==> src/etok_pkg.sv <==
// ----------------------------------------------------------------------------
// etok_pkg: shared types and helpers for the expression tokenizer
// Character classes, token and error codes, lexer modes and the beat
// formats passed between the tokenizer's stages.
// ----------------------------------------------------------------------------
package etok_pkg;

  localparam int POSITION_BITS_DEF = 16;
  localparam int CHAR_BITS         = 8;
  localparam int TOKEN_FIELD_BITS  = 16;
  localparam int KIND_BITS         = 4;
  localparam int ERROR_BITS        = 3;
  localparam int MAX_RESULTS       = 3;
  localparam int COUNT_BITS        = 2;

  localparam logic [CHAR_BITS-1:0] CH_UNDERSCORE = 8'h5F;
  localparam logic [CHAR_BITS-1:0] CH_LOWER_E    = 8'h65;
  localparam logic [CHAR_BITS-1:0] CH_UPPER_E    = 8'h45;
  localparam logic [CHAR_BITS-1:0] CH_DOT        = 8'h2E;
  localparam logic [CHAR_BITS-1:0] CH_ZERO       = 8'h30;
  localparam logic [CHAR_BITS-1:0] CH_NINE       = 8'h39;
  localparam logic [CHAR_BITS-1:0] CH_PLUS       = 8'h2B;
  localparam logic [CHAR_BITS-1:0] CH_MINUS      = 8'h2D;
  localparam logic [CHAR_BITS-1:0] CH_STAR       = 8'h2A;
  localparam logic [CHAR_BITS-1:0] CH_SLASH      = 8'h2F;
  localparam logic [CHAR_BITS-1:0] CH_CARET      = 8'h5E;
  localparam logic [CHAR_BITS-1:0] CH_LPAREN     = 8'h28;
  localparam logic [CHAR_BITS-1:0] CH_RPAREN     = 8'h29;

  typedef enum logic [KIND_BITS-1:0] {
    K_NUMBER = 4'd0,
    K_IDENT  = 4'd1,
    K_PLUS   = 4'd2,
    K_MINUS  = 4'd3,
    K_STAR   = 4'd4,
    K_SLASH  = 4'd5,
    K_CARET  = 4'd6,
    K_LPAREN = 4'd7,
    K_RPAREN = 4'd8,
    K_END    = 4'd9,
    K_ERROR  = 4'd10
  } kind_t;

  typedef enum logic [ERROR_BITS-1:0] {
    E_NONE         = 3'd0,
    E_LEADING_ZERO = 3'd1,
    E_BAD_FRACTION = 3'd2,
    E_BAD_EXPONENT = 3'd3,
    E_UNEXPECTED   = 3'd4
  } err_t;

  typedef enum logic [3:0] {
    M_IDLE,
    M_IDENT,
    M_ZERO,
    M_INT,
    M_DOT,
    M_FRAC,
    M_EXP,
    M_EXPSIGN,
    M_EXPDIG,
    M_ERROR
  } mode_t;

  typedef struct packed {
    logic [CHAR_BITS-1:0] code;
    logic                 present;
    logic                 end_mark;
  } item_t;

  typedef struct packed {
    kind_t                       kind;
    logic [TOKEN_FIELD_BITS-1:0] start;
    logic [TOKEN_FIELD_BITS-1:0] length;
    err_t                        err;
  } result_t;

  function automatic logic is_digit(input logic [CHAR_BITS-1:0] c);
    return c inside {[CH_ZERO:CH_NINE]};
  endfunction

  function automatic logic is_alpha(input logic [CHAR_BITS-1:0] c);
    return c inside {[8'h61:8'h7A], [8'h41:8'h5A]};
  endfunction

  // Space, tab, line feed, vertical tab, form feed and carriage return.
  function automatic logic is_space(input logic [CHAR_BITS-1:0] c);
    return c inside {8'h20, [8'h09:8'h0D]};
  endfunction

  function automatic logic is_word(input logic [CHAR_BITS-1:0] c);
    return is_alpha(c) || is_digit(c) || (c == CH_UNDERSCORE);
  endfunction

  function automatic logic is_exp(input logic [CHAR_BITS-1:0] c);
    return (c == CH_LOWER_E) || (c == CH_UPPER_E);
  endfunction

  // Single-character operator tokens; anything else maps to K_ERROR.
  function automatic kind_t op_kind(input logic [CHAR_BITS-1:0] c);
    kind_t k;
    case (c)
      CH_PLUS:   k = K_PLUS;
      CH_MINUS:  k = K_MINUS;
      CH_STAR:   k = K_STAR;
      CH_SLASH:  k = K_SLASH;
      CH_CARET:  k = K_CARET;
      CH_LPAREN: k = K_LPAREN;
      CH_RPAREN: k = K_RPAREN;
      default:   k = K_ERROR;
    endcase
    return k;
  endfunction

  function automatic result_t make_result(input kind_t kind,
                                          input logic [TOKEN_FIELD_BITS-1:0] start,
                                          input logic [TOKEN_FIELD_BITS-1:0] length,
                                          input err_t err);
    result_t r;
    r.kind   = kind;
    r.start  = start;
    r.length = length;
    r.err    = err;
    return r;
  endfunction

endpackage

==> src/etok_input_stage.sv <==
// ----------------------------------------------------------------------------
// etok_input_stage: input register with skid entry
// Holds the character beat that the lexer works on, plus one spare entry
// so that the input ready comes straight from a flop.
// ----------------------------------------------------------------------------
module etok_input_stage (
  input  logic            clk,
  input  logic            rst,
  input  logic            in_valid,
  output logic            in_ready,
  input  etok_pkg::item_t in_item,
  input  logic            take,
  output logic            item_valid,
  output etok_pkg::item_t item
);
  import etok_pkg::*;

  logic  main_valid;
  logic  skid_valid;
  item_t main_item;
  item_t skid_item;
  logic  accept;
  logic  main_free;

  assign in_ready   = !skid_valid;
  assign accept     = in_valid && in_ready;
  assign main_free  = !main_valid || take;
  assign item_valid = main_valid;
  assign item       = main_item;

  always_ff @(posedge clk) begin
    if (rst) begin
      main_valid <= 1'b0;
      skid_valid <= 1'b0;
    end else if (main_free) begin
      // The skid entry, when full, always goes first; ready is low then.
      main_valid <= skid_valid || accept;
      skid_valid <= 1'b0;
    end else if (accept) begin
      skid_valid <= 1'b1;
    end
  end

  always_ff @(posedge clk) begin
    if (main_free) begin
      main_item <= skid_valid ? skid_item : in_item;
    end
    if (!main_free && accept) begin
      skid_item <= in_item;
    end
  end

endmodule

==> src/etok_lexer.sv <==
// ----------------------------------------------------------------------------
// etok_lexer: lexer state and single-pass token decode
// Holds the scan mode, the character position and the token origin, and
// decodes one character beat into up to three token results.
// ----------------------------------------------------------------------------
module etok_lexer #(
  parameter int POSITION_BITS = etok_pkg::POSITION_BITS_DEF
) (
  input  logic                                         clk,
  input  logic                                         rst,
  input  logic                                         fire,
  input  etok_pkg::item_t                              item,
  output etok_pkg::result_t [etok_pkg::MAX_RESULTS-1:0] results,
  output logic [etok_pkg::COUNT_BITS-1:0]              count
);
  import etok_pkg::*;

  localparam int FB = TOKEN_FIELD_BITS;

  mode_t                    mode;
  logic [POSITION_BITS-1:0] pos;
  logic [POSITION_BITS-1:0] origin;

  mode_t                    mode_next;
  logic [POSITION_BITS-1:0] pos_next;
  logic [POSITION_BITS-1:0] origin_next;

  logic [POSITION_BITS-1:0] pos_prev;
  logic [POSITION_BITS-1:0] end_prev;
  logic [CHAR_BITS-1:0]     c;

  assign c        = item.code;
  assign pos_prev = (pos != '0) ? pos - 1'b1 : '0;

  always_comb begin
    mode_t                    m;
    logic [POSITION_BITS-1:0] org;
    logic [COUNT_BITS-1:0]    n;
    result_t [MAX_RESULTS-1:0] r;
    logic                     go_idle;
    kind_t                    op;

    m       = mode;
    org     = origin;
    n       = '0;
    r       = '0;
    go_idle = 1'b0;
    op      = op_kind(c);
    pos_next = pos;

    if (item.present && mode != M_ERROR) begin
      case (mode)
        M_IDLE: go_idle = 1'b1;
        M_IDENT: begin
          if (!is_word(c)) begin
            r[n] = make_result(K_IDENT, FB'(org), FB'(pos - org), E_NONE);
            n = n + 1'b1;
            m = M_IDLE;
            go_idle = 1'b1;
          end
        end
        M_ZERO, M_INT: begin
          if (is_digit(c)) begin
            if (mode == M_ZERO) begin
              r[n] = make_result(K_ERROR, FB'(org), '0, E_LEADING_ZERO);
              n = n + 1'b1;
              m = M_ERROR;
            end
          end else if (c == CH_DOT) begin
            m = M_DOT;
          end else if (is_exp(c)) begin
            m = M_EXP;
          end else begin
            r[n] = make_result(K_NUMBER, FB'(org), FB'(pos - org), E_NONE);
            n = n + 1'b1;
            m = M_IDLE;
            go_idle = 1'b1;
          end
        end
        M_DOT: begin
          if (is_digit(c)) begin
            m = M_FRAC;
          end else begin
            r[n] = make_result(K_ERROR, FB'(pos_prev), '0, E_BAD_FRACTION);
            n = n + 1'b1;
            m = M_ERROR;
          end
        end
        M_FRAC: begin
          if (is_exp(c)) begin
            m = M_EXP;
          end else if (!is_digit(c)) begin
            r[n] = make_result(K_NUMBER, FB'(org), FB'(pos - org), E_NONE);
            n = n + 1'b1;
            m = M_IDLE;
            go_idle = 1'b1;
          end
        end
        M_EXP: begin
          if (c == CH_PLUS || c == CH_MINUS) begin
            m = M_EXPSIGN;
          end else if (is_digit(c)) begin
            m = M_EXPDIG;
          end else begin
            r[n] = make_result(K_ERROR, FB'(pos_prev), '0, E_BAD_EXPONENT);
            n = n + 1'b1;
            m = M_ERROR;
          end
        end
        M_EXPSIGN: begin
          if (is_digit(c)) begin
            m = M_EXPDIG;
          end else begin
            r[n] = make_result(K_ERROR, FB'(pos_prev), '0, E_BAD_EXPONENT);
            n = n + 1'b1;
            m = M_ERROR;
          end
        end
        M_EXPDIG: begin
          if (!is_digit(c)) begin
            r[n] = make_result(K_NUMBER, FB'(org), FB'(pos - org), E_NONE);
            n = n + 1'b1;
            m = M_IDLE;
            go_idle = 1'b1;
          end
        end
        default: ;
      endcase

      // The closing character, if any, starts the next token here.
      if (go_idle) begin
        if (is_space(c)) begin
          m = M_IDLE;
        end else if (is_digit(c)) begin
          org = pos;
          m = (c == CH_ZERO) ? M_ZERO : M_INT;
        end else if (is_alpha(c) || c == CH_UNDERSCORE) begin
          org = pos;
          m = M_IDENT;
        end else if (op == K_ERROR) begin
          r[n] = make_result(K_ERROR, FB'(pos), '0, E_UNEXPECTED);
          n = n + 1'b1;
          m = M_ERROR;
        end else begin
          r[n] = make_result(op, FB'(pos), FB'(1), E_NONE);
          n = n + 1'b1;
        end
      end

      if (pos != '1) begin
        pos_next = pos + 1'b1;
      end
    end

    end_prev = (pos_next != '0) ? pos_next - 1'b1 : '0;

    if (item.end_mark) begin
      case (m)
        M_IDENT: begin
          r[n] = make_result(K_IDENT, FB'(org), FB'(pos_next - org), E_NONE);
          n = n + 1'b1;
          m = M_IDLE;
        end
        M_ZERO, M_INT, M_FRAC, M_EXPDIG: begin
          r[n] = make_result(K_NUMBER, FB'(org), FB'(pos_next - org), E_NONE);
          n = n + 1'b1;
          m = M_IDLE;
        end
        M_DOT: begin
          r[n] = make_result(K_ERROR, FB'(end_prev), '0, E_BAD_FRACTION);
          n = n + 1'b1;
          m = M_ERROR;
        end
        M_EXP, M_EXPSIGN: begin
          r[n] = make_result(K_ERROR, FB'(end_prev), '0, E_BAD_EXPONENT);
          n = n + 1'b1;
          m = M_ERROR;
        end
        default: ;
      endcase
      if (m != M_ERROR) begin
        r[n] = make_result(K_END, FB'(pos_next), '0, E_NONE);
        n = n + 1'b1;
      end
      m        = M_IDLE;
      pos_next = '0;
      org      = '0;
    end

    mode_next   = m;
    origin_next = org;
    results     = r;
    count       = n;
  end

  always_ff @(posedge clk) begin
    if (rst) begin
      mode   <= M_IDLE;
      pos    <= '0;
      origin <= '0;
    end else if (fire) begin
      mode   <= mode_next;
      pos    <= pos_next;
      origin <= origin_next;
    end
  end

endmodule

==> src/etok_result_queue.sv <==
// ----------------------------------------------------------------------------
// etok_result_queue: result register for one character's tokens
// Loads all tokens of one character at once and hands them out one beat
// at a time, oldest first, flagging the last one.
// ----------------------------------------------------------------------------
module etok_result_queue (
  input  logic                                          clk,
  input  logic                                          rst,
  input  logic                                          load,
  input  etok_pkg::result_t [etok_pkg::MAX_RESULTS-1:0] results,
  input  logic [etok_pkg::COUNT_BITS-1:0]               count,
  output logic                                          free,
  output logic                                          out_valid,
  input  logic                                          out_ready,
  output logic [etok_pkg::KIND_BITS-1:0]                token_kind,
  output logic [etok_pkg::TOKEN_FIELD_BITS-1:0]         token_start,
  output logic [etok_pkg::TOKEN_FIELD_BITS-1:0]         token_length,
  output logic [etok_pkg::ERROR_BITS-1:0]               error_kind,
  output logic                                          run_last
);
  import etok_pkg::*;

  result_t [MAX_RESULTS-1:0] entries;
  logic [COUNT_BITS-1:0]     fill;
  logic                      pop;

  assign out_valid    = (fill != '0);
  assign pop          = out_valid && out_ready;
  assign run_last     = (fill == COUNT_BITS'(1));
  // A new character may load when the queue is empty or when the last pending token leaves this cycle.
  assign free         = (fill == '0) || (run_last && out_ready);
  assign token_kind   = entries[0].kind;
  assign token_start  = entries[0].start;
  assign token_length = entries[0].length;
  assign error_kind   = entries[0].err;

  always_ff @(posedge clk) begin
    if (rst) begin
      fill <= '0;
    end else if (load) begin
      fill <= count;
    end else if (pop) begin
      fill <= fill - 1'b1;
    end
  end

  always_ff @(posedge clk) begin
    if (load) begin
      entries <= results;
    end else if (pop) begin
      for (int i = 0; i < MAX_RESULTS - 1; i++) begin
        entries[i] <= entries[i+1];
      end
    end
  end

endmodule

==> src/expression_tokenizer.sv <==
// ----------------------------------------------------------------------------
// expression_tokenizer: streaming lexer for arithmetic expressions
// One character beat in, number/identifier/operator/paren/end/error
// tokens out, each with its start position and length.
// ----------------------------------------------------------------------------
// A character is accepted in any cycle that the input is ready, and its
// first token is presented at the earliest once it has passed the input
// register and been loaded into the result queue. Each character is
// decoded combinationally; a character that yields k tokens (at most
// three: a closed token, an operator and the end token) holds the single
// output port for k token beats, so the sustained rate is one character
// per cycle while the output is ready and characters yield at most one
// token each. Characters that yield nothing, such as those inside a
// number or identifier, load an empty token set into the result queue.
// The input keeps one spare entry, so its ready depends only on flops.
// After an error nothing is emitted until the next end mark, which emits
// no end token and returns the block to its reset state. Positions
// saturate at 2^POSITION_BITS-1 and are reported as their low 16 bits.
module expression_tokenizer #(
  parameter int POSITION_BITS = etok_pkg::POSITION_BITS_DEF
) (
  input  logic                                  clk,
  input  logic                                  rst,
  input  logic                                  in_valid,
  output logic                                  in_ready,
  input  logic [etok_pkg::CHAR_BITS-1:0]        char_code,
  input  logic                                  char_present,
  input  logic                                  end_mark,
  output logic                                  out_valid,
  input  logic                                  out_ready,
  output logic [etok_pkg::KIND_BITS-1:0]        token_kind,
  output logic [etok_pkg::TOKEN_FIELD_BITS-1:0] token_start,
  output logic [etok_pkg::TOKEN_FIELD_BITS-1:0] token_length,
  output logic [etok_pkg::ERROR_BITS-1:0]       error_kind,
  output logic                                  run_last
);
  import etok_pkg::*;

  item_t                     in_item;
  item_t                     item;
  logic                      item_valid;
  logic                      queue_free;
  logic                      fire;
  result_t [MAX_RESULTS-1:0] results;
  logic [COUNT_BITS-1:0]     count;

  assign in_item.code     = char_code;
  assign in_item.present  = char_present;
  assign in_item.end_mark = end_mark;
  assign fire             = item_valid && queue_free;

  etok_input_stage u_input (
    .clk        (clk),
    .rst        (rst),
    .in_valid   (in_valid),
    .in_ready   (in_ready),
    .in_item    (in_item),
    .take       (fire),
    .item_valid (item_valid),
    .item       (item)
  );

  etok_lexer #(
    .POSITION_BITS (POSITION_BITS)
  ) u_lexer (
    .clk     (clk),
    .rst     (rst),
    .fire    (fire),
    .item    (item),
    .results (results),
    .count   (count)
  );

  etok_result_queue u_queue (
    .clk          (clk),
    .rst          (rst),
    .load         (fire),
    .results      (results),
    .count        (count),
    .free         (queue_free),
    .out_valid    (out_valid),
    .out_ready    (out_ready),
    .token_kind   (token_kind),
    .token_start  (token_start),
    .token_length (token_length),
    .error_kind   (error_kind),
    .run_last     (run_last)
  );

endmodule

==> config.mk <==
export PLATFORM = sky130hd
export DESIGN_NAME = expression_tokenizer
export DESIGN_NICKNAME = d
export VERILOG_FILES = /design/src/etok_pkg.sv /design/src/etok_input_stage.sv /design/src/etok_lexer.sv /design/src/etok_result_queue.sv /design/src/expression_tokenizer.sv
export SDC_FILE = /design/constraint.sdc
export NUM_CORES = 1
export LEC_CHECK = 0
export BUFFER_PORTS_ARGS = -buffer_cell sky130_fd_sc_hd__clkbuf_2
export CAP_MARGIN = 20
export CORE_UTILIZATION = 30
export DETAILED_ROUTE_END_ITERATION = 10
export GPL_TIMING_DRIVEN = 0
export SYNTH_ARGS = -nofsm -noshare
export SYNTH_HDL_FRONTEND = slang
export SYNTH_HIERARCHICAL = 1
export SYNTH_SLANG_ARGS = --single-unit
export TNS_END_PERCENT = 30
==> constraint.sdc <==
create_clock -name clk -period 7.75 [get_ports clk]
set_input_delay 1.55 -clock clk [delete_from_list [all_inputs] [get_ports clk]]
set_output_delay 1.55 -clock clk [all_outputs]
set_load 0.01 [all_outputs]
## Yosys cells after proc, flatten, opt, wreduce, memory -nomap -nowiden

Index checks and enable logic that the tools add are counted.

| storage, ports and cells | value |
|---|---|
| register bits after elaboration | 177 |
| input port bits | 14 |
| output and inout port bits | 42 |
| logic and storage cells | 221 |

| cells by class | value |
|---|---|
| add/sub/neg operators | 9 |
| magnitude comparators | 14 |
| equal/unequal tests | 34 |
| muxes and demuxes | 100 |
| reductions and logical operators | 40 |

Operators by type and width:

| cell | count |
|---|---|
| $mux 117 | 9 |
| $bwmux 117 | 7 |
| $pmux 117 s4 | 1 |
| $mux 39 | 11 |
| $pmux 39 s7 | 1 |
| $demux 39 s2 | 3 |
| $mux 16 | 11 |
| $mux 78 | 2 |
| $eq 8x6->1 const B | 9 |
| $mux 35 | 2 |
| $mux 4 | 16 |
| $pmux 4 s7 | 2 |
| $mux 36 | 1 |
| $eq 4x3->1 const B | 8 |
| $eq 8x7->1 const B | 4 |
| $reduce_bool 16->1 | 2 |
| $sub 16x1->16 const B | 2 |
| $sub 16x16->16 | 2 |
| $mux 2 | 15 |
| $add 16x1->16 const B | 1 |
| $eq 4x2->1 const B | 4 |
| $ge 8x7->1 const B | 2 |
| $le 8x7->1 const B | 2 |
| $ne 16x16->1 const B | 1 |
| 29 further kinds | 79 |

## Logic depth before layout (Yosys ltp)

Gate-level depths: netlist of the first run.

| depth | value |
|---|---|
| word-level depth | 26 |
| mapped depth | 23 |
| gate-level depth less buffers | 20 |

## By module

The synthesis of the first run kept the hierarchy.

Modules (own cells, without submodules):

| module | instances | cells an instance | area an instance (um2) |
|---|---|---|---|
| etok_lexer | 1 | 1149 | 7668.6 |
| etok_result_queue | 1 | 262 | 5225.0 |
| etok_input_stage | 1 | 39 | 824.5 |
| expression_tokenizer | 1 | 1 | 6.3 |

## Least setup slack after synthesis of the first run

No wires, ideal clock.

| timing | value |
|---|---|
| path kind | reg2reg |
| start point | reg u_input.main_item, in the netlist u_input/item[4] |
| end point | reg u_queue.entries, in the netlist u_queue/token_length[14] (data pin) |
| arrival time | 4.851 ns |
| path slack | 2.639 ns |
| stages on the path, launching flop included | 21 |
| buffers on the path | 1 |
| period minus slack after synthesis | 5.111 ns |
| cell sequence | edfxtp_1 -> and3b_1 -> and2_1 -> nor3_1 -> o31ai_2 -> a221oi_1 -> buf_2 -> mux2_2 -> ha_1 -> fa_1 -> nor2b_1 -> o21ai_0 -> a21boi_0 -> o21bai_1 -> a21boi_0 -> o31a_1 -> o41ai_1 -> mux2i_1 -> o21ai_0 -> o22ai_1 -> mux2_4 |

RTL lines:

| what | line | RTL |
|---|---|---|
| from (decl) | etok_input_stage.sv:20 | `item_t main_item;` |
| from (signal assigned) | etok_input_stage.sv:46 | `main_item <= skid_valid ? skid_item : in_item;` |
| to (signal assigned) | etok_result_queue.sv:49 | `entries <= results;` |
| to (signal, indexed assignment) | etok_result_queue.sv:52 | `entries[i] <= entries[i+1];` |
| to (decl) | etok_result_queue.sv:23 | `result_t [MAX_RESULTS-1:0] entries;` |

==> impl_metrics.prom, run 1 <==
# TYPE chip_impl_metric gauge
chip_impl_metric{name="synth.ff_latch_count",unit=""} 177
chip_impl_metric{name="core_area",unit="µm²"} 45300
chip_impl_metric{name="gp_congestion",unit=""} 1.03
chip_impl_metric{name="power_density",unit="nW/µm²"} 318
chip_impl_metric{name="total_global_routing_overflow",unit=""} 0
chip_impl_metric{name="h-tree-depth",unit=""} 4
chip_impl_info{name="rsz_0062_raised_after_global_routing",value="no"} 1
chip_impl_metric{name="synthesis.yosys.warnings",unit=""} 6
chip_impl_metric{name="detail_route.iter0.violations",unit=""} 1362
chip_impl_metric{name="syn_avg_cell_area",unit="µm²"} 9.46
chip_impl_metric{name="worst-endpoint-arrival",unit="ps"} 7260
chip_impl_metric{name="internal_dissipation",unit="mW"} 2.89
chip_impl_metric{name="grt_max_degree",unit=""} 69
chip_impl_metric{name="r2r_setup_slack",unit="ps"} 710
chip_impl_metric{name="report.final.hold_viol_count",unit=""} 0
chip_impl_info{name="cp-start-kind",value="register"} 1
chip_impl_metric{name="route.vias.total",unit=""} 12100
chip_impl_info{name="worstSetupEndpointType",value="register"} 1
chip_impl_metric{name="swShare",unit="%"} 41.3
chip_impl_metric{name="number_of_failing_setup_endpoints_in_the_final_timing_report",unit=""} 0
chip_impl_metric{name="final.period_utilization",unit="%"} 90.9
chip_impl_metric{name="port_buffers",unit=""} 55
chip_impl_metric{name="total_power",unit="mW"} 4.92
chip_impl_info{name="synth_top_flop_cell",value="sky130_fd_sc_hd__edfxtp_1"} 1
chip_impl_metric{name="routedWlPerCell",unit="µm"} 24.1
chip_impl_info{name="cts_root_buf",value="sky130_fd_sc_hd__clkbuf_16"} 1
chip_impl_metric{name="mappedNetlistArea",unit="µm²"} 13700
chip_impl_metric{name="leakagePower",unit="nW"} 5.71
chip_impl_metric{name="die_outline_area",unit="µm²"} 46600
chip_impl_metric{name="grt_usage",unit="%"} 22.1
chip_impl_metric{name="drive_gt1_share",unit="%"} 20.4
chip_impl_metric{name="postSynth.asyncResetShare",unit="%"} 0
chip_impl_metric{name="die_w",unit="µm"} 216
chip_impl_metric{name="placed_area",unit="µm²"} 14900
chip_impl_metric{name="timing.clock.skew",unit="ps"} 12.0
chip_impl_info{name="worstReg2RegStart",value="u_lexer/mode[0]"} 1
chip_impl_metric{name="num_antenna_cells",unit=""} 0
chip_impl_metric{name="max_freq",unit="MHz"} 142
chip_impl_metric{name="power_frac_seq",unit="%"} 29.9
chip_impl_metric{name="die-height",unit="µm"} 216
chip_impl_metric{name="clock_pin_slew_worst_setup_and_hold_paths",unit="ps"} 70
chip_impl_metric{name="grt_pass1_vias",unit=""} 11300
chip_impl_metric{name="synth_edf_count",unit=""} 137
chip_impl_metric{name="final_area",unit="µm²"} 15400
chip_impl_metric{name="tns",unit="ps"} 0
chip_impl_info{name="cts_tree",value="done"} 1
chip_impl_metric{name="io_pins",unit=""} 56
chip_impl_metric{name="min_delay_path_depth",unit=""} 1
chip_impl_info{name="holdPathEnd",value="u_queue/token_start[9]"} 1
chip_impl_metric{name="pwr-share-clk",unit="%"} 18.0
chip_impl_metric{name="global_route_wire_length_before_repair",unit="µm"} 75900
chip_impl_metric{name="remaining_drc_errors",unit=""} 0
chip_impl_info{name="status",value="finished, final reports clean"} 1
chip_impl_metric{name="postSynthCellCount",unit=""} 1451
chip_impl_metric{name="post_drt_via_cell_ratio",unit=""} 5.64
chip_impl_metric{name="worstSkewPairLatency",unit="ps"} 470
chip_impl_metric{name="max-cap-violations",unit=""} 0
chip_impl_metric{name="cts.repair.resized",unit=""} 0
chip_impl_metric{name="worst-r2r-cell-count",unit=""} 20
chip_impl_info{name="holdCritStartpoint",value="u_queue/entries[67]"} 1
chip_impl_metric{name="initial_core_util",unit="%"} 30.3
chip_impl_metric{name="critPathMaxFanout",unit=""} 10
chip_impl_metric{name="max-clock-path-buffers",unit=""} 2
chip_impl_metric{name="max_slew.worst_pin.slew",unit="ps"} 1150
chip_impl_metric{name="netSwitchingPower",unit="mW"} 2.03
chip_impl_info{name="worst_hold_path_type",value="register to register"} 1
chip_impl_metric{name="max-vdd-ir-drop",unit="mV"} 0.195
chip_impl_metric{name="antenna_found_initial",unit=""} 0
chip_impl_metric{name="placement_rows",unit=""} 78
chip_impl_info{name="critPathKind",value="register to register"} 1
chip_impl_metric{name="final_net_count",unit=""} 1597
chip_impl_metric{name="clock_sink_count",unit=""} 177
chip_impl_metric{name="critPathRequiredTime",unit="ps"} 7960
chip_impl_metric{name="power.share.combinational",unit="%"} 52.1
chip_impl_metric{name="post-cts-setup-buffers",unit=""} 0
chip_impl_metric{name="ant_nets",unit=""} 0
chip_impl_metric{name="slew_headroom",unit="%"} 22.9
chip_impl_metric{name="detailedRoute.firstPassIterationCount",unit=""} 5
chip_impl_metric{name="cts_buffers",unit=""} 17
chip_impl_metric{name="synth-seq-area-share",unit="%"} 35.8
chip_impl_metric{name="detailedPlacementHpwl",unit="µm"} 40800
chip_impl_metric{name="finalWirelength",unit="µm"} 51800
chip_impl_metric{name="ys_types",unit=""} 105
chip_impl_metric{name="cts_hold_buffers_added",unit=""} 0
chip_impl_metric{name="area_growth",unit="%"} 12.5
chip_impl_metric{name="report.final.slew_viol_count",unit=""} 0
chip_impl_metric{name="final_period_minus_worst_setup_slack",unit="ps"} 7040
chip_impl_info{name="worstReg2RegEnd",value="u_queue/token_length[14]"} 1
## Yosys cell counts, types with 11 or more instances
library cell | count | area, µm²
sky130_fd_sc_hd__a22oi_1 | 44 | 330
sky130_fd_sc_hd__nor2_1 | 162 | 608
sky130_fd_sc_hd__edfxtp_1 | 137 | 4110
sky130_fd_sc_hd__and3_1 | 13 | 81.3
sky130_fd_sc_hd__buf_4 | 46 | 345
sky130_fd_sc_hd__nand2_1 | 102 | 383
sky130_fd_sc_hd__clkbuf_1 | 50 | 188
sky130_fd_sc_hd__buf_2 | 24 | 120
sky130_fd_sc_hd__mux2i_1 | 14 | 140
sky130_fd_sc_hd__a31oi_1 | 12 | 75.1
sky130_fd_sc_hd__dfxtp_1 | 40 | 801
sky130_fd_sc_hd__buf_6 | 11 | 124
sky130_fd_sc_hd__ha_1 | 46 | 576
sky130_fd_sc_hd__nand2b_1 | 11 | 68.8
sky130_fd_sc_hd__xnor2_1 | 31 | 272
sky130_fd_sc_hd__xor2_1 | 18 | 158
sky130_fd_sc_hd__mux2_4 | 85 | 1280
sky130_fd_sc_hd__inv_1 | 65 | 244
sky130_fd_sc_hd__a22o_1 | 12 | 105
sky130_fd_sc_hd__nand4_1 | 14 | 87.6
sky130_fd_sc_hd__o211ai_1 | 11 | 82.6
sky130_fd_sc_hd__a21oi_1 | 79 | 395
sky130_fd_sc_hd__a211oi_1 | 12 | 90.1
sky130_fd_sc_hd__o21ai_0 | 64 | 320
sky130_fd_sc_hd__nand3_1 | 43 | 215
sky130_fd_sc_hd__nor3_1 | 31 | 155
sky130_fd_sc_hd__o22ai_1 | 37 | 231
## stage by stage
| stage | util (%) | setup WS [ps] | instances | hold slack [ps] |
|---|---|---|---|---|
| after floorplan | - | 2640 | 1452 | 479 |
| after global placement | 32.6 | 852 | 2107 | 525 |
| after detailed placement | 32.8 | 902 | 2115 | 533 |
| after CTS | 34.1 | 840 | 2146 | 545 |
| after global routing | 34.1 | 252 | 2147 | 552 |
| final | 34.1 | 705 | 2147 | 544 |
## critical path, stage by stage (launching register included)
cell                       delay, ps
sky130_fd_sc_hd__dfxtp_1         310
sky130_fd_sc_hd__clkbuf_1        290
sky130_fd_sc_hd__nor4b_1         810
sky130_fd_sc_hd__o211a_1         350
sky130_fd_sc_hd__o31ai_2         160
sky130_fd_sc_hd__a221oi_1        690
sky130_fd_sc_hd__clkbuf_1        530
sky130_fd_sc_hd__nor2_1           80
sky130_fd_sc_hd__a21oi_1         470
sky130_fd_sc_hd__ha_1            400
sky130_fd_sc_hd__nor2b_1         160
sky130_fd_sc_hd__o21ai_0         220
sky130_fd_sc_hd__a21boi_0        150
sky130_fd_sc_hd__o21bai_1        150
sky130_fd_sc_hd__a21boi_0        140
sky130_fd_sc_hd__o31a_1          280
sky130_fd_sc_hd__o41ai_1         560
sky130_fd_sc_hd__mux2i_1         150
sky130_fd_sc_hd__o21ai_0         400
sky130_fd_sc_hd__o22ai_1         200
sky130_fd_sc_hd__mux2_4          280
## layout make-up
class / instances / area (µm²)
repair buffers: 64 / 373
plain buffers: 134 / 788
well taps: 600 / 751
flip-flops and latches: 177 / 4910
clock buffers: 17 / 425
clock inverters: 14 / 154
multi-input cells: 1073 / 7780
fillers: 4723 / 29800
inverters: 68 / 255
## power groups by stage
stage	combinational (mW)	clock [mW]	sequential, mW
floorplan	1.73	0	1.48
global placement	2.48	0	1.50
detailed placement	2.53	0	1.50
CTS	2.53	0.910	1.48
global route	2.71	0.942	1.50
finish	2.56	0.884	1.47
## metal layers
layer | routed length (µm) | up-vias | GRT usage (%)
li1 | - | 5559 | -
met1 | 23300 | 5933 | 30.5
met2 | 23100 | 529 | 34.0
met3 | 3340 | 97 | 3.26
met4 | 2060 | 0 | 9.57
met5 | 0 | - | 0
## cell families (layout without fill, tap and decap cells)
family / Yosys count / after routing / synth area share (%)
simple gates: 461 / 461 / 16.9
compound gates: 405 / 405 / 20.9
buf+inv: 202 / 297 / 7.60
flops: 177 / 177 / 35.8
mux: 106 / 106 / 10.9
xor+xnor: 51 / 51 / 3.36
fa+ha+maj: 48 / 48 / 4.49
other cells: 1 / 2 / 0.0273
## flip-flops by register name, indices dropped and copies added, names as in the netlist
signal,cells
u_queue/token_length,16
u_input/skid_valid,1
u_queue/fill,2
u_input/item,10
u_input/skid_item,10
u_queue/error_kind,3
u_queue/token_start,16
u_lexer/mode,4
u_lexer/origin,16
u_queue/entries,78
u_input/item_valid,1
u_lexer/pos,16
u_queue/token_kind,4
## how the worst max path moves through the flow
stage,cells past startpoint,end,start,slack (ps)
2_1_floorplan,20,u_queue/token_length[14],u_input/item[4],2640
3_3_place_gp,20,u_queue/token_length[14],u_lexer/mode[0],850
3_5_place_dp,20,u_queue/token_length[14],u_lexer/mode[0],900
4_1_cts,20,u_queue/token_length[14],u_lexer/mode[0],840
5_1_grt,20,u_queue/token_length[14],u_lexer/mode[0],250
6_report,20,u_queue/token_length[14],u_lexer/mode[0],710
## placed cells by master, fill, tap and decap left out, types with 13 or more instances in the layout
cell type,n
sky130_fd_sc_hd__mux2i_1,14
sky130_fd_sc_hd__and3_1,13
sky130_fd_sc_hd__nor3_1,31
sky130_fd_sc_hd__o21ai_0,64
sky130_fd_sc_hd__nand3_1,43
sky130_fd_sc_hd__clkbuf_1,50
sky130_fd_sc_hd__xor2_1,18
sky130_fd_sc_hd__edfxtp_1,137
sky130_fd_sc_hd__inv_1,65
sky130_fd_sc_hd__clkbuf_2,55
sky130_fd_sc_hd__o22ai_1,37
sky130_fd_sc_hd__a21oi_1,78
sky130_fd_sc_hd__xnor2_1,31
sky130_fd_sc_hd__buf_4,51
sky130_fd_sc_hd__buf_2,25
sky130_fd_sc_hd__nand2_1,102
sky130_fd_sc_hd__mux2_4,85
sky130_fd_sc_hd__nor2_1,162
sky130_fd_sc_hd__nand4_1,14
sky130_fd_sc_hd__dfxtp_1,40
sky130_fd_sc_hd__a22oi_1,44
sky130_fd_sc_hd__ha_1,46
sky130_fd_sc_hd__clkbuf_16,17
(Power assumes the default switching activity.)
==> run 2, diff against run 1 <==
CELL_PAD_IN_SITES_DETAIL_PLACEMENT = 2   (was unset)
CELL_PAD_IN_SITES_GLOBAL_PLACEMENT = 2   (was unset)
PLACE_DENSITY_LB_ADDON = 0.1   (was unset)
==> run 2 against run 1 <==
  * Total power grew 1.1%
  * Critical path depth increased by 1
  * First-iteration DRC count down 33%
  * Global-route usage grew 3.9 points
  * Clock-buffer cell count grew 1
  * Clock skew grew 13 ps
  * Critical path type unchanged
  * Highest routed layer is now met5
==> impl_metrics.prom, run 2 (synthesis results as in run 1) <==
# TYPE chip_impl_metric gauge
chip_impl_info{name="worstReg2RegEnd",value="u_queue/token_length[14]"} 1
chip_impl_metric{name="number_of_failing_setup_endpoints_in_the_final_timing_report",unit=""} 0
chip_impl_metric{name="ant_nets",unit=""} 0
chip_impl_metric{name="critPathRequiredTime",unit="ps"} 8000
chip_impl_metric{name="final_net_count",unit=""} 1595
chip_impl_info{name="worstSetupEndpointType",value="register"} 1
chip_impl_metric{name="cts_buffers",unit=""} 17
chip_impl_metric{name="antenna_found_initial",unit=""} 1
chip_impl_info{name="worst_hold_path_type",value="register to register"} 1
chip_impl_metric{name="cts_hold_buffers_added",unit=""} 0
chip_impl_metric{name="detail_route.iter0.violations",unit=""} 912
chip_impl_info{name="final_common_cell",value="sky130_fd_sc_hd__nor2_1"} 1
chip_impl_metric{name="worstSkewPairLatency",unit="ps"} 510
chip_impl_metric{name="total_power",unit="mW"} 4.97
chip_impl_metric{name="final.period_utilization",unit="%"} 93.9
chip_impl_metric{name="drive_gt1_share",unit="%"} 20.5
chip_impl_metric{name="post_drt_via_cell_ratio",unit=""} 5.68
chip_impl_metric{name="timing.clock.skew",unit="ps"} 24.5
chip_impl_metric{name="route.vias.total",unit=""} 12200
chip_impl_metric{name="critPathMaxFanout",unit=""} 10
chip_impl_metric{name="max_slew.worst_pin.slew",unit="ps"} 1250
chip_impl_metric{name="detailedPlacementHpwl",unit="µm"} 47700
chip_impl_metric{name="initial_core_util",unit="%"} 30.3
chip_impl_metric{name="report.final.hold_viol_count",unit=""} 0
chip_impl_metric{name="die_w",unit="µm"} 216
chip_impl_metric{name="port_buffers",unit=""} 55
chip_impl_info{name="rsz_0062_raised_after_global_routing",value="no"} 1
chip_impl_metric{name="max-vdd-ir-drop",unit="mV"} 0.172
chip_impl_info{name="crit_path_capture",value="u_queue/token_length[14]"} 1
chip_impl_info{name="cp-start-kind",value="register"} 1
chip_impl_metric{name="r2r_setup_slack",unit="ps"} 480
chip_impl_metric{name="finalWirelength",unit="µm"} 60000
chip_impl_metric{name="filler_cell_count",unit=""} 5069
chip_impl_metric{name="max-cap-violations",unit=""} 0
chip_impl_info{name="cts_root_buf",value="sky130_fd_sc_hd__clkbuf_16"} 1
chip_impl_metric{name="tightest_hold_margin",unit="ps"} 543
chip_impl_metric{name="global_route_wire_length_before_repair",unit="µm"} 87400
chip_impl_metric{name="clock_pin_slew_worst_setup_and_hold_paths",unit="ps"} 90
chip_impl_info{name="regMostFlops",value="u_queue/entries"} 1
chip_impl_metric{name="grtUsageMet1",unit="%"} 36.6
chip_impl_metric{name="leakagePower",unit="nW"} 5.70
chip_impl_metric{name="grt_max_degree",unit=""} 71
chip_impl_metric{name="power_density",unit="nW/µm²"} 323
chip_impl_metric{name="worst-endpoint-arrival",unit="ps"} 7520
chip_impl_metric{name="placement_rows",unit=""} 78
chip_impl_metric{name="max_freq",unit="MHz"} 137
chip_impl_metric{name="number_of_flip_flops_under_the_largest_register_name",unit=""} 78
chip_impl_metric{name="io_pins",unit=""} 56
chip_impl_metric{name="h-tree-depth",unit=""} 4
chip_impl_metric{name="max-clock-path-buffers",unit=""} 2
chip_impl_metric{name="slew_headroom",unit="%"} 16.7
chip_impl_metric{name="clock_sink_count",unit=""} 177
chip_impl_info{name="cts_tree",value="done"} 1
chip_impl_info{name="status",value="finished, final reports clean"} 1
chip_impl_info{name="layout.cells.most_common_list",value="162 x sky130_fd_sc_hd__nor2_1, 137 x sky130_fd_sc_hd__edfxtp_1, 102 x sky130_fd_sc_hd__nand2_1"} 1
chip_impl_info{name="critPathKind",value="register to register"} 1
chip_impl_metric{name="met3_usage",unit="%"} 4.95
chip_impl_metric{name="die_outline_area",unit="µm²"} 46600
chip_impl_info{name="worstReg2RegStart",value="u_lexer/mode[1]"} 1
chip_impl_metric{name="layout.core_utilization",unit="%"} 34.0
chip_impl_metric{name="global_route_track_usage_on_met2",unit="%"} 39.8
chip_impl_metric{name="die-height",unit="µm"} 216
chip_impl_metric{name="gp_congestion",unit=""} 0.954
chip_impl_metric{name="area_growth",unit="%"} 12.2
chip_impl_metric{name="final_period_minus_worst_setup_slack",unit="ps"} 7270
chip_impl_metric{name="remaining_drc_errors",unit=""} 0
chip_impl_metric{name="core_area",unit="µm²"} 45300
chip_impl_metric{name="grt_usage",unit="%"} 26.0
chip_impl_info{name="grt_most_used_layer",value="met2"} 1
chip_impl_info{name="timing.critical_path.from",value="u_lexer/mode[1]"} 1
chip_impl_metric{name="total_global_routing_overflow",unit=""} 0
chip_impl_metric{name="grt_pass1_vias",unit=""} 12500
chip_impl_metric{name="report.final.slew_viol_count",unit=""} 0
chip_impl_metric{name="detailedRoute.firstPassIterationCount",unit=""} 7
chip_impl_metric{name="routedWlPerCell",unit="µm"} 28.0
chip_impl_metric{name="worst-r2r-cell-count",unit=""} 21
==> run 2: area by class of cell <==
type                    instances  area (µm²)  share of cell area [%]
multi-input cells            1073        7790                    50.6
flip-flops and latches        177        4910                    31.9
plain buffers                 134         790                    5.13
well taps                     600         751                    4.87
clock buffers                  18         429                    2.79
repair buffers                 62         360                    2.34
inverters                      68         255                    1.66
clock inverters                14         103                   0.666
diodes                          1        2.50                  0.0162
==> run 2: worst min path at each step <==
stage	from	endpoint	cells past startpoint
2_1_floorplan	u_lexer/origin[4]	u_lexer/origin[4]	2
3_3_place_gp	u_lexer/origin[11]	u_lexer/origin[11]	2
3_5_place_dp	u_queue/entries[41]	u_queue/error_kind[2]	1
4_1_cts	u_queue/entries[63]	u_queue/token_start[5]	1
5_1_grt	u_queue/entries[42]	u_queue/token_length[0]	1
6_report	u_input/skid_item[3]	u_input/item[3]	1
==> run 2: power breakdown <==
| group | internal (mW) | switching [mW] | leakage (nW) |
|---|---|---|---|
| clock | 0.413 | 0.430 | 0.262 |
| combinational | 1.01 | 1.63 | 3.78 |
| sequential | 1.40 | 0.0811 | 1.65 |
| total | 2.82 | 2.15 | 5.70 |
==> run 2: worst max-delay path, cell delays in order (launching register included) <==
cell                       delay, ps
sky130_fd_sc_hd__dfxtp_1         460
sky130_fd_sc_hd__buf_2           270
sky130_fd_sc_hd__buf_2           250
sky130_fd_sc_hd__nand2_1         130
sky130_fd_sc_hd__nor3_1          570
sky130_fd_sc_hd__o31ai_2         240
sky130_fd_sc_hd__a221oi_2        590
sky130_fd_sc_hd__clkbuf_2        460
sky130_fd_sc_hd__nor2_1           70
sky130_fd_sc_hd__a21oi_1         690
sky130_fd_sc_hd__ha_1            440
sky130_fd_sc_hd__nor2b_1         170
sky130_fd_sc_hd__o21ai_0         240
sky130_fd_sc_hd__a21boi_0        160
sky130_fd_sc_hd__o21bai_1        170
sky130_fd_sc_hd__a21boi_0        160
sky130_fd_sc_hd__o31a_1          300
sky130_fd_sc_hd__o41ai_1         540
sky130_fd_sc_hd__mux2i_1         160
sky130_fd_sc_hd__o21ai_0         440
sky130_fd_sc_hd__o22ai_1         210
sky130_fd_sc_hd__mux2_4          290
==> run 2: what timing repair did <==
action	CTS	global route
setup endpoints to repair	1	4
resized for setup	1	3
setup buffers	0	0
==> run 2: stage by stage <==
| step | instances | TNS (ps) | setup slack, ps | instance area (µm²) |
|---|---|---|---|---|
| after floorplan | 1452 | 0 | 2640 | 13700 |
| after global placement | 2107 | 0 | 88.2 | 14800 |
| after detailed placement | 2113 | -66.7 | -66.7 | 14800 |
| after CTS | 2145 | 0 | 9.79 | 15400 |
| after global routing | 2146 | 0 | 214 | 15400 |
| final | 2147 | 0 | 476 | 15400 |
==> run 2: layer usage <==
layer / vias to the layer above / wire length, µm
met5: - / 13
met4: 2 / 1670
met3: 85 / 2930
met2: 336 / 26600
met1: 6234 / 28800
li1: 5542 / -
==> run 3, diff against run 2 <==
CORE_ASPECT_RATIO = 1.1   (was unset)
==> run 3 against run 2 <==
  * Global-route usage is 0.22 points higher
  * Sequential share of layout area is 0.057 points lower
  * Clock skew is 18 ps lower
  * Flip-flop and latch count stayed put
  * Critical path depth stayed put
  * Combinational power is 2% higher
  * Fmax is 2.2% lower
  * Cell count is 0.93% lower
  * Total power is 2.5% higher
  * Clock-buffer cell count is 1 higher
  * Clock power is 8.2% higher
  * Utilization is 0.43 points higher
  * Critical path type unchanged
==> impl_metrics.prom, run 3 (synthesis results as in run 1) <==
# TYPE chip_impl_metric gauge
chip_impl_metric{name="layout.core_utilization",unit="%"} 34.4
chip_impl_metric{name="ant_nets",unit=""} 0
chip_impl_metric{name="post_drt_via_cell_ratio",unit=""} 5.84
chip_impl_metric{name="die_w",unit="µm"} 206
chip_impl_metric{name="initial_core_util",unit="%"} 30.6
chip_impl_metric{name="number_of_flip_flops_under_the_largest_register_name",unit=""} 78
chip_impl_metric{name="detail_route.iter0.violations",unit=""} 881
chip_impl_metric{name="slowest_delay",unit="ps"} 690
chip_impl_metric{name="max-clock-path-buffers",unit=""} 2
chip_impl_info{name="grt_most_used_layer",value="met2"} 1
chip_impl_metric{name="buf_inv_on_cp",unit=""} 4
chip_impl_info{name="cts_tree",value="done"} 1
chip_impl_metric{name="die-height",unit="µm"} 226
chip_impl_metric{name="worst-endpoint-arrival",unit="ps"} 7680
chip_impl_info{name="layout.cells.most_common_list",value="162 x sky130_fd_sc_hd__nor2_1, 137 x sky130_fd_sc_hd__edfxtp_1, 102 x sky130_fd_sc_hd__nand2_1"} 1
chip_impl_metric{name="grt_usage",unit="%"} 26.2
chip_impl_metric{name="route.vias.total",unit=""} 12400
chip_impl_metric{name="worst_slack",unit="ps"} 312
chip_impl_info{name="regMostFlops",value="u_queue/entries"} 1
chip_impl_metric{name="report.final.hold_viol_count",unit=""} 0
chip_impl_metric{name="antenna_found_initial",unit=""} 0
chip_impl_info{name="final_common_cell",value="sky130_fd_sc_hd__nor2_1"} 1
chip_impl_metric{name="total_global_routing_overflow",unit=""} 0
chip_impl_metric{name="grt_max_degree",unit=""} 64
chip_impl_metric{name="final_period_minus_worst_setup_slack",unit="ps"} 7440
chip_impl_info{name="cts_root_buf",value="sky130_fd_sc_hd__clkbuf_16"} 1
chip_impl_metric{name="final_instance_count_excl_fillers",unit=""} 2127
chip_impl_metric{name="detailedPlacementHpwl",unit="µm"} 47300
chip_impl_metric{name="max_slew.worst_pin.slew",unit="ps"} 1040
chip_impl_metric{name="remaining_drc_errors",unit=""} 0
chip_impl_metric{name="clock_pin_slew_worst_setup_and_hold_paths",unit="ps"} 70
chip_impl_metric{name="worstSkewPairLatency",unit="ps"} 490
chip_impl_metric{name="filler_cell_count",unit=""} 5018
chip_impl_metric{name="finalWirelength",unit="µm"} 59600
chip_impl_info{name="critPathTopFamily",value="compound AO/OA/AOI/OAI gates"} 1
chip_impl_metric{name="port_buffers",unit=""} 55
chip_impl_info{name="crit_path_top_delay_cell",value="sky130_fd_sc_hd__a221oi_1"} 1
chip_impl_metric{name="grtUsageMet1",unit="%"} 31.7
chip_impl_metric{name="max_freq",unit="MHz"} 134
chip_impl_info{name="worst_hold_path_type",value="register to register"} 1
chip_impl_metric{name="final.period_utilization",unit="%"} 96.0
chip_impl_metric{name="max-cap-violations",unit=""} 0
chip_impl_metric{name="routedWlPerCell",unit="µm"} 28.0
chip_impl_info{name="rsz_0062_raised_after_global_routing",value="no"} 1
chip_impl_metric{name="cts_buffers",unit=""} 17
chip_impl_metric{name="timing.clock.skew",unit="ps"} 6.99
chip_impl_metric{name="grt_pass1_vias",unit=""} 12800
chip_impl_info{name="worstSetupEndpointType",value="register"} 1
chip_impl_metric{name="leakagePower",unit="nW"} 5.71
chip_impl_metric{name="area_growth",unit="%"} 12.4
chip_impl_metric{name="gp_congestion",unit=""} 0.919
chip_impl_info{name="critPathKind",value="register to register"} 1
chip_impl_metric{name="report.final.slew_viol_count",unit=""} 0
chip_impl_metric{name="final_net_count",unit=""} 1595
chip_impl_metric{name="placement.setup.worst_slack",unit="ps"} -103
chip_impl_metric{name="drive_gt1_share",unit="%"} 20.2
chip_impl_metric{name="slew_headroom",unit="%"} 28.7
chip_impl_metric{name="io_pins",unit=""} 56
chip_impl_metric{name="power_density",unit="nW/µm²"} 330
chip_impl_metric{name="number_of_failing_setup_endpoints_in_the_final_timing_report",unit=""} 0
chip_impl_metric{name="num_antenna_cells",unit=""} 0
chip_impl_metric{name="die_outline_area",unit="µm²"} 46600
chip_impl_metric{name="clock_sink_count",unit=""} 177
chip_impl_metric{name="global_route_track_usage_on_met2",unit="%"} 46.4
chip_impl_metric{name="global_route_wire_length_before_repair",unit="µm"} 87600
chip_impl_info{name="critical_path.cell_chain",value="buf_2, buf_2, nand2_1, nor3_1, o31ai_2, a221oi_1, clkbuf_1, o21ai_1, inv_1, ha_1, nor2b_1, o21ai_0, a21oi_1, o21bai_1, a21oi_1, o41ai_1, o21ai_0, a31oi_1, xnor2_1, o32ai_1, mux2_4"} 1
chip_impl_metric{name="cts_hold_buffers_added",unit=""} 0
chip_impl_metric{name="critPathMaxFanout",unit=""} 10
chip_impl_metric{name="max-vdd-ir-drop",unit="mV"} 0.183
chip_impl_metric{name="critPathRequiredTime",unit="ps"} 7990
chip_impl_metric{name="core_area",unit="µm²"} 44800
chip_impl_metric{name="detailedRoute.firstPassIterationCount",unit=""} 6
chip_impl_metric{name="h-tree-depth",unit=""} 4
chip_impl_metric{name="met3_usage",unit="%"} 3.32
chip_impl_metric{name="place.detailed.instances",unit=""} 2095
chip_impl_info{name="status",value="finished, final reports clean"} 1
chip_impl_info{name="cp-start-kind",value="register"} 1
chip_impl_metric{name="placement_rows",unit=""} 81
## run 3: changes by cell type in the layout (fill, tap and decap cells not counted), sizes merged
| cell | change |
|---|---|
| inv | -3 |
| bufinv | +3 |
| clkbuf | +1 |
| clkinvlp | -1 |
| diode | -1 |
## run 3: timing repair
item	CTS	global route
endpoints found under the hold margin	0	0
buffers inserted	0	0
setup endpoints to repair	2	3
resized for setup	1	1
## run 3: per-layer routing
metal	vias to the layer above	share of wire, %
met5	-	0
met4	0	4.2
met3	94	3.7
met2	341	51
met1	6443	42
li1	5549	-
## run 3: path summary, 6_finish.rpt
kind,start,cells past startpoint,to,slack [ps]
hold reg to reg,u_input/skid_item[8],1,u_input/item[8],550
hold / removal,u_input/skid_item[8],1,u_input/item[8],550
setup / recovery,u_lexer/mode[1],21,u_queue/token_length[15],310
setup reg to reg,u_lexer/mode[1],21,u_queue/token_length[15],310
## run 3: area by class of cell
class	count	area (µm²)	area share, %
buffer	134	788	5.11
tap	581	727	4.71
sequential	177	4910	31.9
clock buffer	19	433	2.81
clock inverter	13	159	1.03
multi-input combinational	1073	7790	50.5
inverter	68	255	1.65
timing repair buffer	62	362	2.34
## run 3: through the flow
stage	total power, mW	hold WS (ps)	instance area (µm²)	setup TNS (ps)
after global placement	4.10	530	14700	0
final	5.09	550	15400	0
after floorplan	3.21	479	13700	0
after detailed placement	4.18	538	14800	-103
after global routing	5.34	562	15400	0
after CTS	5.12	555	15400	0
## run 3: where the power goes
part | switching (mW) | internal (mW)
Sequential | 0.0805 | 1.40
Clock | 0.405 | 0.506
Combinational | 1.69 | 1.02
